$ cat src/rtl/mrna_codon_translator_unit_assert.svh
// Assertion macros for the codon translator.
`ifndef MRNA_CODON_TRANSLATOR_UNIT_ASSERT_SVH
`define MRNA_CODON_TRANSLATOR_UNIT_ASSERT_SVH

`ifndef SYNTHESIS

`define MCTU_ASSERT(lbl, clk, rstn, prop, msg) \
	lbl: assert property (@(posedge clk) disable iff (!(rstn)) prop) else $error(msg);

`define MCTU_ASSERT_IMPL(lbl, clk, rstn, ante, cons, msg) \
	`MCTU_ASSERT(lbl, clk, rstn, (ante) |-> (cons), msg)

`else

`define MCTU_ASSERT(lbl, clk, rstn, prop, msg)

`define MCTU_ASSERT_IMPL(lbl, clk, rstn, ante, cons, msg)

`endif

`endif

$ cat src/rtl/mct_pkg.sv
`timescale 1ns / 1ps
`default_nettype none

package mct_pkg;

	// 2-bit base codes
	localparam logic [1:0] BASE_U = 2'd0;
	localparam logic [1:0] BASE_C = 2'd1;
	localparam logic [1:0] BASE_A = 2'd2;
	localparam logic [1:0] BASE_G = 2'd3;

	localparam logic [7:0] CHR_U = 8'h55;
	localparam logic [7:0] CHR_C = 8'h43;
	localparam logic [7:0] CHR_A = 8'h41;
	localparam logic [7:0] CHR_G = 8'h47;
	localparam logic [7:0] CASE_BIT = 8'h20;

	localparam logic [5:0] START_INDEX = 6'd35;   // AUG
	localparam logic [4:0] STOP_MARK = 5'd31;
	localparam logic [4:0] CODE_MET = 5'd12;
	localparam logic [1:0] PHASE_LAST = 2'd2;

	localparam logic [1:0] OUT_NOSTOP = 2'd0;
	localparam logic [1:0] OUT_RANOUT = 2'd1;
	localparam logic [1:0] OUT_NOSTART = 2'd2;

	// Standard genetic code, index = first*16 + second*4 + third (U C A G)
	localparam logic [4:0] GENE_CODE [0:63] = '{
		5'd13, 5'd13, 5'd10, 5'd10, 5'd15, 5'd15, 5'd15, 5'd15,
		5'd18, 5'd18, 5'd31, 5'd31, 5'd4,  5'd4,  5'd31, 5'd17,
		5'd10, 5'd10, 5'd10, 5'd10, 5'd14, 5'd14, 5'd14, 5'd14,
		5'd8,  5'd8,  5'd5,  5'd5,  5'd1,  5'd1,  5'd1,  5'd1,
		5'd9,  5'd9,  5'd9,  5'd12, 5'd16, 5'd16, 5'd16, 5'd16,
		5'd2,  5'd2,  5'd11, 5'd11, 5'd15, 5'd15, 5'd1,  5'd1,
		5'd19, 5'd19, 5'd19, 5'd19, 5'd0,  5'd0,  5'd0,  5'd0,
		5'd3,  5'd3,  5'd6,  5'd6,  5'd7,  5'd7,  5'd7,  5'd7
	};

	typedef enum logic [2:0] {
		MODE_AWAIT = 3'b001,
		MODE_RUN   = 3'b010,
		MODE_DONE  = 3'b100
	} mode_t;

	typedef struct packed {
		mode_t      mode;
		logic [1:0] phase;
		logic [3:0] held;
	} scan_state_t;

	typedef struct packed {
		logic       emit;
		logic       amino_valid;
		logic [4:0] amino_code;
		logic       last;
		logic [1:0] outcome;
	} result_t;

	localparam scan_state_t STATE_RESET = '{mode: MODE_AWAIT, phase: 2'd0, held: 4'd0};

endpackage

`default_nettype wire

$ cat src/rtl/mct_codon_step.sv
`timescale 1ns / 1ps
`default_nettype none

module mct_codon_step (
	input  wire logic [7:0]          text_byte,
	input  wire logic                end_of_text,
	input  wire mct_pkg::scan_state_t cur,
	output mct_pkg::scan_state_t     nxt,
	output mct_pkg::result_t         res
);

	logic       is_base;
	logic [1:0] base;
	logic [7:0] upper;
	logic       active;
	logic [5:0] idx;
	logic [4:0] code;

	always_comb begin
		// fold lower case onto upper case
		upper = text_byte;
		if (text_byte >= 8'h61 && text_byte <= 8'h7a) begin
			upper = text_byte & ~mct_pkg::CASE_BIT;
		end
		is_base = 1'b1;
		base = mct_pkg::BASE_U;
		unique case (upper)
			mct_pkg::CHR_U: base = mct_pkg::BASE_U;
			mct_pkg::CHR_C: base = mct_pkg::BASE_C;
			mct_pkg::CHR_A: base = mct_pkg::BASE_A;
			mct_pkg::CHR_G: base = mct_pkg::BASE_G;
			default: is_base = 1'b0;
		endcase
	end

	always_comb begin
		unique case (cur.mode)
			mct_pkg::MODE_AWAIT, mct_pkg::MODE_RUN: active = 1'b1;
			default: active = 1'b0;
		endcase
	end

	assign idx = {cur.held, base};
	assign code = mct_pkg::GENE_CODE[idx];

	always_comb begin
		nxt = cur;
		res = '0;
		if (is_base && active) begin
			if (cur.phase < mct_pkg::PHASE_LAST) begin
				nxt.held = {cur.held[1:0], base};
				nxt.phase = cur.phase + 2'd1;
			end else begin
				nxt.phase = 2'd0;
				nxt.held = 4'd0;
				res.emit = 1'b1;
				res.last = 1'b1;
				if (cur.mode == mct_pkg::MODE_AWAIT && idx != mct_pkg::START_INDEX) begin
					res.outcome = mct_pkg::OUT_NOSTART;
					nxt.mode = mct_pkg::MODE_DONE;
				end else if (code == mct_pkg::STOP_MARK) begin
					res.outcome = mct_pkg::OUT_NOSTOP;
					nxt.mode = mct_pkg::MODE_DONE;
				end else begin
					res.amino_valid = 1'b1;
					res.amino_code = code;
					res.last = end_of_text;
					res.outcome = end_of_text ? mct_pkg::OUT_RANOUT : mct_pkg::OUT_NOSTOP;
					nxt.mode = mct_pkg::MODE_RUN;
				end
			end
		end
		if (end_of_text) begin
			// close the sequence if nothing was reported yet
			if (!res.emit) begin
				if (cur.mode == mct_pkg::MODE_AWAIT) begin
					res.emit = 1'b1;
					res.last = 1'b1;
					res.outcome = mct_pkg::OUT_NOSTART;
				end else if (cur.mode == mct_pkg::MODE_RUN) begin
					res.emit = 1'b1;
					res.last = 1'b1;
					res.outcome = mct_pkg::OUT_RANOUT;
				end
			end
			nxt = mct_pkg::STATE_RESET;
		end
	end

endmodule

`default_nettype wire

$ cat src/rtl/mrna_codon_translator_unit.sv
`timescale 1ns / 1ps
`default_nettype none
`include "mrna_codon_translator_unit_assert.svh"
// Throughput: one text byte per cycle; input register, codon step logic and
// output register form a two-stage pipeline that stalls only on m_axis_tready.
// Reset: arst_n clears the pipeline valids and the codon state (awaiting AUG,
// no bases held); data registers are not reset.

module mrna_codon_translator_unit (
	input  wire logic       clk,
	input  wire logic       arst_n,
	input  wire logic       s_axis_tvalid,
	output logic            s_axis_tready,
	input  wire logic [7:0] s_axis_tdata,   // [7:0] text_byte
	input  wire logic       s_axis_tlast,   // end_of_text
	output logic            m_axis_tvalid,
	input  wire logic       m_axis_tready,
	output logic [7:0]      m_axis_tdata,   // [4:0] amino_code, [6:5] outcome, [7] zero
	output logic            m_axis_tuser,   // [0] amino_valid
	output logic            m_axis_tlast    // last
);

	logic                 advance;
	logic                 valid_s1;
	logic [7:0]           byte_s1;
	logic                 last_s1;
	mct_pkg::scan_state_t state_q;
	mct_pkg::scan_state_t state_nxt;
	mct_pkg::result_t     res;
	logic                 valid_s2;
	logic [4:0]           code_s2;
	logic [1:0]           outcome_s2;
	logic                 amino_s2;
	logic                 last_s2;

	// move both stages whenever the output slot is free or being drained
	assign advance = !valid_s2 || m_axis_tready;
	assign s_axis_tready = advance;

	always_ff @(posedge clk or negedge arst_n) begin
		if (!arst_n) begin
			valid_s1 <= 1'b0;
		end else if (advance) begin
			valid_s1 <= s_axis_tvalid;
		end
	end

	always_ff @(posedge clk) begin
		if (advance) begin
			byte_s1 <= s_axis_tdata;
			last_s1 <= s_axis_tlast;
		end
	end

	mct_codon_step u_step (
		.text_byte   (byte_s1),
		.end_of_text (last_s1),
		.cur         (state_q),
		.nxt         (state_nxt),
		.res         (res)
	);

	always_ff @(posedge clk or negedge arst_n) begin
		if (!arst_n) begin
			state_q <= mct_pkg::STATE_RESET;
			valid_s2 <= 1'b0;
		end else if (advance) begin
			valid_s2 <= valid_s1 && res.emit;
			if (valid_s1) begin
				state_q <= state_nxt;
			end
		end
	end

	always_ff @(posedge clk) begin
		if (advance) begin
			code_s2 <= res.amino_code;
			outcome_s2 <= res.outcome;
			amino_s2 <= res.amino_valid;
			last_s2 <= res.last;
		end
	end

	assign m_axis_tvalid = valid_s2;
	assign m_axis_tdata = {1'b0, outcome_s2, code_s2};
	assign m_axis_tuser = amino_s2;
	assign m_axis_tlast = last_s2;

	`MCTU_ASSERT_IMPL(a_result_has_meaning, clk, arst_n, m_axis_tvalid, m_axis_tuser || m_axis_tlast, "result carries neither amino acid nor end")
	`MCTU_ASSERT_IMPL(a_outcome_only_on_last, clk, arst_n, m_axis_tvalid && !m_axis_tlast, m_axis_tdata[6:5] == mct_pkg::OUT_NOSTOP, "outcome set on a non-final result")
	`MCTU_ASSERT_IMPL(a_end_clears_state, clk, arst_n, advance && valid_s1 && last_s1, ##1 (state_q == mct_pkg::STATE_RESET), "state not cleared after end of text")
	`MCTU_ASSERT_IMPL(a_rose_needs_item, clk, arst_n, $rose(m_axis_tvalid), $past(valid_s1), "result appeared without a request in stage one")

endmodule

`default_nettype wire
$ cat config.mk
export PLATFORM = sky130hd
export DESIGN_NAME = mrna_codon_translator_unit
export DESIGN_NICKNAME = d
export VERILOG_FILES = /design/src/rtl/mct_pkg.sv /design/src/rtl/mct_codon_step.sv /design/src/rtl/mrna_codon_translator_unit.sv
export VERILOG_INCLUDE_DIRS = /design/src /design/src/rtl
export SDC_FILE = /design/constraint.sdc
export NUM_CORES = 1
export LEC_CHECK = 0
export BUFFER_PORTS_ARGS = -buffer_cell sky130_fd_sc_hd__buf_2
export CELL_PAD_IN_SITES_DETAIL_PLACEMENT = 1
export CELL_PAD_IN_SITES_GLOBAL_PLACEMENT = 1
export CORE_MARGIN = 2
export CORE_UTILIZATION = 47
export CTS_CLUSTER_SIZE = 12
export DETAILED_ROUTE_END_ITERATION = 7
export PLACE_DENSITY_LB_ADDON = 0.25
export SYNTH_ARGS = -nofsm -noshare
export SYNTH_HDL_FRONTEND = slang
export SYNTH_SLANG_ARGS = --single-unit
$ cat constraint.sdc
create_clock -name clk -period 4.9 [get_ports clk]
set_clock_uncertainty 0.1 [all_clocks]
set_input_delay 0.49 -clock clk [delete_from_list [all_inputs] [get_ports clk]]
set_output_delay 0.49 -clock clk [all_outputs]
set_load 0.03 [all_outputs]
==> flow_metrics.tcl <==
set metrics [dict create \
    die_w_um 63.8 \
    end_kind "register" \
    layout-area-overhead-vs-synth_pct 12.0 \
    vias_per_cell 5.63 \
    vias 1255 \
    final_max_slew_viol_count 0 \
    final_net_count 195 \
    drc_errors 0 \
    final_cell_mix "buf_2 (23), edfxtp_1 (18), nor2_1 (13), nand2_1 (13), dfrtp_1 (10)" \
    maxCapViolations 0 \
    grt_usage_pct 19.9 \
    cp_max_fo 7 \
    timing.fmax_ghz 0.368 \
    rr_endpoint "state_q[8]" \
    syn_area_um2 1680 \
    startpoint "byte_s1[2]" \
    start_util_pct 49.5 \
    cts_made_buffers 5 \
    core_area_um2 3390 \
    muxShareOfSynthArea_pct 5.07 \
    wl_per_cell_um 16.1 \
    ys_seq_elements 29 \
    slew-limit-headroom_pct 61.8 \
    cts-root-buf "clkbuf_4" \
    critPathRequiredTime_ns 5.08 \
    drtIter0Drc 52 \
    final_common_cell "buf_2" \
    place.port_buffers 23 \
    rows 21 \
    cts_setup_buffers 0 \
    diodes 0 \
    synth_xor_area_share_pct 1.04 \
    yosysSeqAreaShare_pct 48.7 \
    hp-start "s_axis_tdata[1]" \
    avgSynthCellArea_um2 11.0 \
    clockBufferDepth 2 \
    worstReg2RegStart "byte_s1[2]" \
    synth_top_area_cell "edfxtp_1" \
    holdPathStages 1 \
    synthArstFlopShare_pct 37.9 \
    dp_slack_ns 2.18 \
    die_h_um 63.8 \
    clk_pin_slew_ns 0.10 \
    critPathLaunchType "register" \
    setup_ws_ns 2.18 \
    synthTopCellsByArea "edfxtp_1 (32%), dfrtp_1 (15%), ha_1 (4.5%)" \
    dieArea_um2 4070 \
    htree_levels 2 \
    tns_ns 0 \
    finalCriticalPeriod_ns 2.72 \
    synth_top_family_by_area "simple AND/OR/NAND/NOR gates" \
    cts.sinks 29 \
    crit_slowest_cell "edfxtp_1" \
    antenna_found_initial 0 \
    yosysTopAreaCellShare_pct 32.2 \
    synthSimpleGateAreaFrac_pct 19.5 \
    critPathTopFamily "compound AO/OA/AOI/OAI gates" \
    min_to "byte_s1[1]" \
    worst_pin_slew_ns 0.573 \
    wl_um 3590 \
    synth_cells 152 \
    dp.final_hpwl_um 2660 \
    setup_violations 0 \
    grt_pass1_wl_um 6050 \
    reg2reg_depth 8 \
    cp_cell_sequence "or2_2 > a211o_1 > ha_1 > nor4bb_1 > a221o_1 > o21ai_4 > a211oi_1 > o21a_1" \
    place.gp.congestion 0.780 \
    firstDrtPassIters 4 \
    grt_pass1_vias 1309 \
    cts_tree "built" \
    max-vdd-ir-drop_uv 207 \
    clkLatencyLatePin_ns 0.34 \
    synthAdderAreaFrac_pct 4.47 \
    postRouteAntennaNets 0 \
    hold_path.class "in2reg" \
    rrSetupSlack_ns 2.18 \
    critical_path_arrival_ns 2.89 \
    finalHoldViolCount 0 \
    drive_gt1_share_pct 27.7 \
    rsz0062_at_grt "no" \
    synth_compound_area_share_pct 17.1 \
    slowest_delay_ns 0.46 \
    overflow 0 \
    synth_ff_type "edfxtp_1" \
    p_leak_uw 0.000763 \
    critPathBufInv 0 \
    yosysWarnings 0 \
    synthesis.nets 171 \
    synth-edff-count 18 \
    pin_count 25 \
    holdWs_ns 0.216 \
    status "finished, final reports clean" \
    period_share_pct 55.4 \
    crit_type "reg2reg" \
    power_per_cell_area_nw_per_um2 361 \
    grt_start_max_net_pins 24 \
    synth_cell_types 51 \
]
==> stage by stage <==
step / area, um^2 / total power, uW / utilization (%) / std cells
2_1_floorplan: 1680 / 478 / - / 152
3_3_place_gp: 1810 / 523 / 53.5 / 214
3_5_place_dp: 1810 / 534 / 53.5 / 214
4_1_cts: 1880 / 686 / 55.5 / 223
5_1_grt: 1880 / 716 / 55.5 / 223
6_report: 1880 / 680 / 55.5 / 223
==> where the power goes <==
group | total, uW | leakage, uW | internal, uW | switching [uW]
combinational | 182 | 0.000394 | 64.2 | 118
clock | 152 | 0.0000326 | 70.6 | 81.3
sequential | 346 | 0.000337 | 310 | 35.7
==> flip-flops by register name, summed over array words and instances (netlist names), 2 cells and up <==
signal and count:
state_q 9, byte_s1 8, code_s2 5, outcome_s2 2
==> cell families after synthesis <==
group           after synthesis
simple gates                 56
compound gates               37
flops                        29
buf+inv                      13
mux                           8
fa+ha+maj                     6
xor+xnor                      2
other cells                   1
==> layer usage <==
metal / part of all wire [%] / track usage [%] / up-vias
li1: - / - / 609
met2: 51 / 35.3 / 23
met1: 43 / 22.3 / 617
met4: 1.9 / 10.1 / 0
met5: 0 / 0 / -
met3: 3.4 / 4.75 / 6
==> Yosys cell counts, drive strengths merged (3+ instances only) <==
cell and number:
mux2 4, edfxtp 18, o21ai 9, nand2b 4, dfrtp 10, buf 5
a21oi 5, ha 6, o31ai 5, clkbuf 3, inv 5, a211oi 4
nand2 13, nor2 13, nand3 4, nor3 7, nor2b 4, mux2i 4
==> final cells by class <==
class	count	area, um^2
fill	391	1510
sequential	29	817
multi-input combinational	110	796
timing repair buffer	25	133
clock buffer	8	58.8
tap	46	57.6
inverter	5	18.8
==> timing repair <==
item | in CTS | in global routing
gates resized for setup | 0 | 0
hold endpoints to repair | 10 | 0
hold buffers | 1 | 0
==> worst max-delay path by stage <==
| stage | endpoint | slack (ns) | depth (start not counted) |
|---|---|---|---|
| 2_1_floorplan | state_q[1] | 2.38 | 4 |
| 3_3_place_gp | code_s2[0] | 2.30 | 8 |
| 3_5_place_dp | outcome_s2[0] | 2.18 | 8 |
| 4_1_cts | state_q[8] | 2.18 | 8 |
| 5_1_grt | code_s2[0] | 2.02 | 8 |
| 6_report | state_q[8] | 2.18 | 8 |
Note: power is estimated with default switching activity, not from simulation.
